--- src/rvalu_pkg.sv ---
package rvalu_pkg;

    localparam int XLEN      = 32;
    localparam int REG_IDX_W = 5;
    localparam int CMD_W     = 4;

    localparam logic [XLEN-1:0] UPPER_MASK = 32'hFFFF_F000;
    localparam logic [XLEN-1:0] PC_STEP    = 32'd4;

    // Packed widths of the stream payloads, rounded up to whole bytes
    localparam int IN_BITS   = CMD_W + 3 * REG_IDX_W + XLEN;
    localparam int OUT_BITS  = REG_IDX_W + 2 * XLEN;
    localparam int IN_TDATA_W  = ((IN_BITS + 7) / 8) * 8;
    localparam int OUT_TDATA_W = ((OUT_BITS + 7) / 8) * 8;

    typedef enum logic [CMD_W-1:0] {
        CMD_LUI   = 4'd0,
        CMD_AUIPC = 4'd1,
        CMD_AND   = 4'd2,
        CMD_OR    = 4'd3,
        CMD_XOR   = 4'd4,
        CMD_ANDI  = 4'd5,
        CMD_ORI   = 4'd6,
        CMD_XORI  = 4'd7,
        CMD_ADD   = 4'd8,
        CMD_SUB   = 4'd9,
        CMD_ADDI  = 4'd10
    } cmd_t;

    // Register file write request from the execute stage
    typedef struct packed {
        logic                 en;
        logic [REG_IDX_W-1:0] idx;
        logic [XLEN-1:0]      data;
    } rf_wr_t;

endpackage

--- src/rv32i_alu_subset_execute.sv ---
// Channel   Dir  Handshake         Payload (low bit first)
// s_*       in   s_tvalid/s_tready command[3:0] dest_reg[8:4] src1_reg[13:9]
//                                  src2_reg[18:14] immediate[50:19]
// m_*       out  m_tvalid/m_tready written_reg[4:0] written_value[36:5] instr_pc[68:37]
// start_pc  in   start_pc_we       start_pc_wdata[31:0]
//
// One instruction per clock sustained while the result side keeps m_tready high; a result
// passes the input register with register read, then executes into the result register.
// The register file is written as the result register loads, and the next
// instruction's read forwards that write, so back-to-back dependencies resolve.
// Reset clears the valid bits of the register file, the PC and both stage valids.
// A stalled result register holds; one further instruction waits in the read stage.
module rv32i_alu_subset_execute #(
    parameter int NUM_REGS = 32
) (
    input  logic                                  clk,
    input  logic                                  rst_n,
    // command, dest_reg, src1_reg, src2_reg, immediate
    input  logic [rvalu_pkg::IN_TDATA_W-1:0]      s_tdata,
    input  logic                                  s_tvalid,
    output logic                                  s_tready,
    // written_reg, written_value, instr_pc
    output logic [rvalu_pkg::OUT_TDATA_W-1:0]     m_tdata,
    output logic                                  m_tvalid,
    input  logic                                  m_tready,
    input  logic                                  start_pc_we,
    input  logic [rvalu_pkg::XLEN-1:0]            start_pc_wdata
);
    import rvalu_pkg::*;

    // Read stage
    logic                 s1_valid_reg;
    cmd_t                 s1_cmd_reg;
    logic [REG_IDX_W-1:0] s1_rd_reg;
    logic [XLEN-1:0]      s1_imm_reg;
    logic [XLEN-1:0]      s1_a;
    logic [XLEN-1:0]      s1_b;

    // Result register
    logic                 out_valid_reg;
    logic [REG_IDX_W-1:0] out_idx_reg;
    logic [XLEN-1:0]      out_value_reg;
    logic [XLEN-1:0]      out_pc_reg;

    logic [XLEN-1:0]      pc_reg;
    logic                 in_xfer;
    logic                 s1_adv;
    logic [XLEN-1:0]      alu_result;
    logic                 alu_known;
    logic                 rd_writable;
    rf_wr_t               rf_wr;

    // Stage handshakes
    assign s1_adv   = s1_valid_reg && (!out_valid_reg || m_tready);
    assign s_tready = !s1_valid_reg || s1_adv;
    assign in_xfer  = s_tvalid && s_tready;

    rvalu_regfile #(
        .NUM_REGS (NUM_REGS)
    ) u_regfile (
        .clk      (clk),
        .rst_n    (rst_n),
        .rd_en    (in_xfer),
        .rs1_idx  (s_tdata[13:9]),
        .rs2_idx  (s_tdata[18:14]),
        .wr       (rf_wr),
        .rs1_data (s1_a),
        .rs2_data (s1_b)
    );

    rvalu_alu u_alu (
        .cmd    (s1_cmd_reg),
        .op_a   (s1_a),
        .op_b   (s1_b),
        .imm    (s1_imm_reg),
        .pc     (pc_reg),
        .result (alu_result),
        .known  (alu_known)
    );

    // Destination is real only for a known command and only if nonzero and inside the file
    assign rd_writable = alu_known && (s1_rd_reg != '0)
        && ({1'b0, s1_rd_reg} < (REG_IDX_W+1)'(NUM_REGS));

    always_comb
    begin
        rf_wr.en   = s1_adv && rd_writable;
        rf_wr.idx  = s1_rd_reg;
        rf_wr.data = alu_result;
    end

    // Read stage control
    always_ff @(posedge clk or negedge rst_n)
    begin
        if (!rst_n)
        begin
            s1_valid_reg <= 1'b0;
        end
        else if (s_tready)
        begin
            s1_valid_reg <= s_tvalid;
        end
    end

    // Read stage payload
    always_ff @(posedge clk)
    begin
        if (in_xfer)
        begin
            s1_cmd_reg <= cmd_t'(s_tdata[3:0]);
            s1_rd_reg  <= s_tdata[8:4];
            s1_imm_reg <= s_tdata[50:19];
        end
    end

    // Program counter: loaded by config, steps once per executed transaction
    always_ff @(posedge clk or negedge rst_n)
    begin
        if (!rst_n)
        begin
            pc_reg <= '0;
        end
        else if (start_pc_we)
        begin
            pc_reg <= start_pc_wdata;
        end
        else if (s1_adv)
        begin
            pc_reg <= pc_reg + PC_STEP;
        end
    end

    // Result register control
    always_ff @(posedge clk or negedge rst_n)
    begin
        if (!rst_n)
        begin
            out_valid_reg <= 1'b0;
        end
        else if (!out_valid_reg || m_tready)
        begin
            out_valid_reg <= s1_valid_reg;
        end
    end

    // Result register payload
    always_ff @(posedge clk)
    begin
        if (s1_adv)
        begin
            out_idx_reg   <= alu_known ? s1_rd_reg : '0;
            out_value_reg <= rd_writable ? alu_result : '0;
            out_pc_reg    <= pc_reg;
        end
    end

    assign m_tvalid = out_valid_reg;
    assign m_tdata  = {(OUT_TDATA_W-OUT_BITS)'(0), out_pc_reg, out_value_reg, out_idx_reg};

endmodule

--- src/rvalu_alu.sv ---
module rvalu_alu (
    input  rvalu_pkg::cmd_t               cmd,
    input  logic [rvalu_pkg::XLEN-1:0]    op_a,
    input  logic [rvalu_pkg::XLEN-1:0]    op_b,
    input  logic [rvalu_pkg::XLEN-1:0]    imm,
    input  logic [rvalu_pkg::XLEN-1:0]    pc,
    output logic [rvalu_pkg::XLEN-1:0]    result,
    output logic                          known
);
    import rvalu_pkg::*;

    // One operation per command; unknown codes give zero
    always_comb
    begin
        known = 1'b1;
        unique case (cmd)
            CMD_LUI:   result = imm & UPPER_MASK;
            CMD_AUIPC: result = pc + (imm & UPPER_MASK);
            CMD_AND:   result = op_a & op_b;
            CMD_OR:    result = op_a | op_b;
            CMD_XOR:   result = op_a ^ op_b;
            CMD_ANDI:  result = op_a & imm;
            CMD_ORI:   result = op_a | imm;
            CMD_XORI:  result = op_a ^ imm;
            CMD_ADD:   result = op_a + op_b;
            CMD_SUB:   result = op_a - op_b;
            CMD_ADDI:  result = op_a + imm;
            default:
            begin
                result = '0;
                known  = 1'b0;
            end
        endcase
    end

endmodule

--- src/rvalu_regfile.sv ---
module rvalu_regfile #(
    parameter int NUM_REGS = 32
) (
    input  logic                              clk,
    input  logic                              rst_n,
    input  logic                              rd_en,
    input  logic [rvalu_pkg::REG_IDX_W-1:0]   rs1_idx,
    input  logic [rvalu_pkg::REG_IDX_W-1:0]   rs2_idx,
    input  rvalu_pkg::rf_wr_t                 wr,
    output logic [rvalu_pkg::XLEN-1:0]        rs1_data,
    output logic [rvalu_pkg::XLEN-1:0]        rs2_data
);
    import rvalu_pkg::*;

    localparam int AW = (NUM_REGS > 1) ? $clog2(NUM_REGS) : 1;

    logic [XLEN-1:0]     mem [NUM_REGS];
    logic [NUM_REGS-1:0] valid_reg;
    logic [XLEN-1:0]     rs1_data_reg;
    logic [XLEN-1:0]     rs2_data_reg;
    logic                rs1_live;
    logic                rs2_live;
    logic                rs1_fwd;
    logic                rs2_fwd;

    // An index reads storage only if nonzero, in range and written since reset
    always_comb
    begin
        rs1_live = (rs1_idx != '0)
            && ({1'b0, rs1_idx} < (REG_IDX_W+1)'(NUM_REGS))
            && valid_reg[rs1_idx[AW-1:0]];
        rs2_live = (rs2_idx != '0)
            && ({1'b0, rs2_idx} < (REG_IDX_W+1)'(NUM_REGS))
            && valid_reg[rs2_idx[AW-1:0]];
        rs1_fwd  = wr.en && (wr.idx == rs1_idx);
        rs2_fwd  = wr.en && (wr.idx == rs2_idx);
    end

    // Storage write
    always_ff @(posedge clk)
    begin
        if (wr.en)
        begin
            mem[wr.idx[AW-1:0]] <= wr.data;
        end
    end

    // Valid bits stand in for clearing the array at reset
    always_ff @(posedge clk or negedge rst_n)
    begin
        if (!rst_n)
        begin
            valid_reg <= '0;
        end
        else if (wr.en)
        begin
            valid_reg[wr.idx[AW-1:0]] <= 1'b1;
        end
    end

    // Registered read, write-first on a same-cycle hit
    always_ff @(posedge clk)
    begin
        if (rd_en)
        begin
            if (rs1_fwd)
                rs1_data_reg <= wr.data;
            else if (rs1_live)
                rs1_data_reg <= mem[rs1_idx[AW-1:0]];
            else
                rs1_data_reg <= '0;

            if (rs2_fwd)
                rs2_data_reg <= wr.data;
            else if (rs2_live)
                rs2_data_reg <= mem[rs2_idx[AW-1:0]];
            else
                rs2_data_reg <= '0;
        end
    end

    assign rs1_data = rs1_data_reg;
    assign rs2_data = rs2_data_reg;

endmodule

--- config.mk ---
export PLATFORM = sky130hd
export DESIGN_NAME = rv32i_alu_subset_execute
export DESIGN_NICKNAME = d
export VERILOG_FILES = /design/src/rvalu_pkg.sv /design/src/rv32i_alu_subset_execute.sv /design/src/rvalu_alu.sv /design/src/rvalu_regfile.sv
export SDC_FILE = /design/constraint.sdc
export NUM_CORES = 2
export LEC_CHECK = 0
export ABC_CLOCK_PERIOD_IN_PS = 8420
export BUFFER_PORTS_ARGS = -buffer_cell sky130_fd_sc_hd__buf_2
export CAP_MARGIN = 20
export CORE_UTILIZATION = 55
export CTS_CLUSTER_DIAMETER = 50
export DETAILED_ROUTE_END_ITERATION = 10
export GPL_ROUTABILITY_DRIVEN = 0
export PLACE_DENSITY = 0.73
export SYNTH_ARGS = -nofsm -noshare
export SYNTH_HDL_FRONTEND = slang
export SYNTH_SLANG_ARGS = --single-unit
--- constraint.sdc ---
create_clock -name clk -period 8.42 [get_ports clk]
set_clock_uncertainty 0.05 [all_clocks]
set_input_delay 0.421 -clock clk [delete_from_list [all_inputs] [get_ports clk]]
set_output_delay 0.421 -clock clk [all_outputs]
set_load 0.01 [all_outputs]
==> run_results.csv <==
group,metric,value,unit
finish,areaGrowthSynthToFinish,12.7,%
drt,vias_per_cell,7.17,
finish,n_fill_cell,7700,
setup_path,worstSetupEndpointType,"flop",
cts,worst_case_clock_buffer_depth,3,
setup_path,r2r-start,"s1_cmd_reg[2]",
floorplanning,die_h,340,um
cts,postCtsResizedCells,0,
sta,worst_pin_slew,1.12,ns
global_route,antenna_found_initial,3,
drt,detailroute.via_count,39347,
floorplanning,fp.coreArea,113000,um2
cts,cts_sinks,1263,
placed_design,io_buffer_count,158,
min_path,hold_start,"s_tdata[13]",
floorplanning,initial_core_utilization,55.6,%
synthesis,asyncSetResetFlopFracSynth,5.15,%
cts,worst_setup_hold_path_clk_slew,0.06,ns
setup_path,crit_fanout,32,
cts,clockRootBuffer,"sky130_fd_sc_hd__clkbuf_16",
global_route,grt_pass1_wl,264000,um
drt,dr.pass1.iters,8,
synthesis,netlist_instances,3659,
cts,tritoncts,"yes",
sta,finalSetupTns,0,ns
synthesis,synthesis.area_per_instance,17.1,um2
synthesis,synth_top_area_share,57.3,%
power,vdd_ir_drop_max,0.185,mV
drt,detail_route.wl_per_cell,33.2,um
finish,post-route-cell-area,70700,um2
drt,wl,182000,um
power,total_leakage_power,23.7,nW
drt,wl_met2,84400,um
power,pwr_density_cell,220,nW/um2
placed_design,place_hpwl,103000,um
global_route,grt_overflow,0,
setup_path,worstSetupStartpointType,"flop",
sta,timing.max_slew.rel_slack,25.3,%
setup_path,critPathKind,"flop to flop",
cts,clk_latency,0.75,ns
sta,timing.final.crit_share,79.5,%
cts,cts_inserted_buffers,131,
synthesis,yosys.cell_count.top_type,"sky130_fd_sc_hd__edfxtp_1",
synthesis,yosys-top-cells-count,"sky130_fd_sc_hd__edfxtp_1, sky130_fd_sc_hd__mux4_2, sky130_fd_sc_hd__nand2_1, sky130_fd_sc_hd__clkbuf_1, sky130_fd_sc_hd__nor2_1",
drt,drc,0,
run,max_cap_viol_count,0,
finish,largest_reg_flops,1024,
synthesis,synth-seq-cells,1263,
synthesis,synth.largest_area_cell,"sky130_fd_sc_hd__edfxtp_1",
floorplanning,number_of_standard_cell_rows_in_the_floorplan,123,
synthesis,edff_count_synth,1198,
min_path,min_path_type,"input pin to flop",
global_route,grt_util_all_layers,31.8,%
setup_path,setup.worst_path.start,"s1_cmd_reg[2]",
sta,timing.fmax,0.149,GHz
cts,cts_htree_levels,4,
synthesis,mappedNetlistArea,62700,um2
floorplanning,pin_count,167,
drt,topRoutingLayerUsed,"met5",
drt,met3_wl,24300,um
sta,setup_viol_count_final,0,
setup_path,worst-endpoint-arrival,6.94,ns
sta,hold_violations,0,
run_status,status,"complete, no violations",
global_route,grt_max_degree,148,
sta,clock_period_minus_worst_slack,6.70,ns
floorplanning,fp.dieW,340,um
synthesis,synth_seq_area_share,59.9,%
synthesis,post_synth_main_area_contributors,"sky130_fd_sc_hd__edfxtp_1, sky130_fd_sc_hd__mux4_2, sky130_fd_sc_hd__dfrtp_1",
floorplanning,total_die_area,115000,um2
drt,iter_0_drt_violations,5945,
synthesis,yosys_warnings,0,
setup_path,cp_data_required_time,8.67,ns
finish,nNetsFinal,4034,
drt,wl_met1,64500,um
drt,ant_nets,0,
synthesis,synth.distinct_cells,76,
finish,final_layout_size_suffix_gt1_share,30.2,%
sta,final-max-slew-violation-count,0,
placed_design,postPlaceCellArea,65600,um2
synthesis,main_synth_ff_type,"sky130_fd_sc_hd__edfxtp_1",
global_route,first_global_vias,38527,
sta,unrepaired_setup_endpoints_after_global_routing,"no",
-- power breakdown --
part | leakage, nW | internal (W) | switching, W
clock | 2.08 | 0.00333 | 0.00248
combinational | 9.70 | 0.000847 | 0.00131
sequential | 11.9 | 0.00735 | 0.000204
total | 23.7 | 0.0115 | 0.00399
-- per-stage QoR --
step	worst slack [ns]	util [%]	hold slack, ns	std cells	total power [W]
after floorplan	2.51	-	0.0754	3693	0.00902
after global placement	1.99	58.1	0.414	5166	0.00971
after detailed placement	1.88	58.1	0.422	5166	0.00975
after CTS	1.87	62.6	0.176	5479	0.0155
after global routing	1.45	62.7	0.224	5483	0.0159
final	1.72	62.7	0.215	5485	0.0155
-- path summary, 6_finish.rpt --
path                                            to  slack (ns)  depth (start not counted)
hold reg to reg            u_regfile.valid_reg[23]        0.44                          1
setup / recovery             u_regfile.mem[11][25]        1.72                         17
min in group asynchronous               pc_reg[28]        0.35                          3
setup reg to reg             u_regfile.mem[11][25]        1.72                         17
max in group asynchronous  u_regfile.valid_reg[23]        7.25                          3
hold / removal              u_regfile.rs1_data[18]        0.22                          3
-- worst max-delay path: stages (launching register included) --
cell                       delay [ns]
sky130_fd_sc_hd__edfxtp_1        0.35
sky130_fd_sc_hd__buf_4           0.23
sky130_fd_sc_hd__inv_1           0.38
sky130_fd_sc_hd__nand2_1         0.57
sky130_fd_sc_hd__nor2_1          0.68
sky130_fd_sc_hd__buf_4           0.35
sky130_fd_sc_hd__a32o_1          0.20
sky130_fd_sc_hd__nor2_1          0.05
sky130_fd_sc_hd__ha_1            0.39
sky130_fd_sc_hd__a21o_1          0.22
sky130_fd_sc_hd__a21o_1          0.17
sky130_fd_sc_hd__a21oi_1         0.32
sky130_fd_sc_hd__a21oi_1         0.12
sky130_fd_sc_hd__a31o_2          0.23
sky130_fd_sc_hd__a221oi_1        0.30
sky130_fd_sc_hd__o211ai_1        0.13
sky130_fd_sc_hd__a41oi_1         0.82
sky130_fd_sc_hd__inv_1           0.68
-- area by class of cell --
class,instances,area (um2),share of cell area [%]
Antenna cell,2,5.00,0.00708
Clock buffer,161,3550,5.02
Clock inverter,75,733,1.04
Inverter,51,193,0.273
Multi-Input combinational cell,2102,24300,34.4
Sequential cell,1263,37600,53.2
Tap cell,1500,1880,2.65
Timing Repair Buffer,331,2450,3.46
-- logic make-up (layout without fill, tap and decap cells) --
group / Yosys count / in the layout / synth area share, %
AOI/OAI and AO/OA: 536 / 536 / 5.45
xor gates and xnor gates: 96 / 96 / 1.34
adders and majority gates: 61 / 61 / 1.24
buffers and inverters: 328 / 618 / 2.01
DFF: 1263 / 1263 / 59.9
muxes: 784 / 784 / 25.6
other: 1 / 37 / 0.00598
and+or+nand+nor: 590 / 590 / 4.40
-- metal layers --
metal / track usage (%) / vias to the layer above
met3: 8.41 / 538
li1: - / 15667
met4: 13.2 / 2
met2: 48.8 / 2958
met1: 43.6 / 20182
met5: 0 / -
-- layout by cell type (no fill, tap or decap), types with 14 or more instances in the layout --
master / Yosys / final
sky130_fd_sc_hd__mux2i_1: 111 / 111
sky130_fd_sc_hd__a21o_1: 25 / 25
sky130_fd_sc_hd__a21oi_1: 127 / 126
sky130_fd_sc_hd__o211ai_1: 16 / 16
sky130_fd_sc_hd__nor3_1: 36 / 34
sky130_fd_sc_hd__buf_4: 3 / 89
sky130_fd_sc_hd__or2_2: 34 / 34
sky130_fd_sc_hd__buf_2: 8 / 150
sky130_fd_sc_hd__conb_1: 1 / 35
sky130_fd_sc_hd__xor2_1: 47 / 47
sky130_fd_sc_hd__mux2_2: 17 / 17
sky130_fd_sc_hd__mux4_2: 656 / 656
sky130_fd_sc_hd__nor2_1: 161 / 129
sky130_fd_sc_hd__o21ai_0: 119 / 118
sky130_fd_sc_hd__a211oi_1: 23 / 23
sky130_fd_sc_hd__a31oi_1: 16 / 16
sky130_fd_sc_hd__nand3_1: 41 / 41
sky130_fd_sc_hd__dfrtp_1: 65 / 65
sky130_fd_sc_hd__nand2_1: 198 / 198
sky130_fd_sc_hd__nand4_1: 24 / 24
sky130_fd_sc_hd__ha_1: 59 / 59
sky130_fd_sc_hd__clkbuf_16: 0 / 137
sky130_fd_sc_hd__clkbuf_1: 182 / 20
sky130_fd_sc_hd__inv_1: 49 / 49
sky130_fd_sc_hd__o22ai_1: 79 / 79
sky130_fd_sc_hd__clkinv_2: 0 / 17
sky130_fd_sc_hd__clkinv_1: 2 / 26
sky130_fd_sc_hd__edfxtp_1: 1198 / 1198
sky130_fd_sc_hd__dlygate4sd3_1: 0 / 77
sky130_fd_sc_hd__nor2_4: 0 / 31
sky130_fd_sc_hd__xnor2_1: 49 / 49
sky130_fd_sc_hd__o21a_1: 14 / 14
-- timing repair --
action | 4_1_cts | 5_1_grt
setup buffers | 0 | 0
hold buffers | 77 | 0
hold endpoints to repair | 140 | 0
setup endpoints to repair | 0 | 0
(Power assumes the default switching activity.)
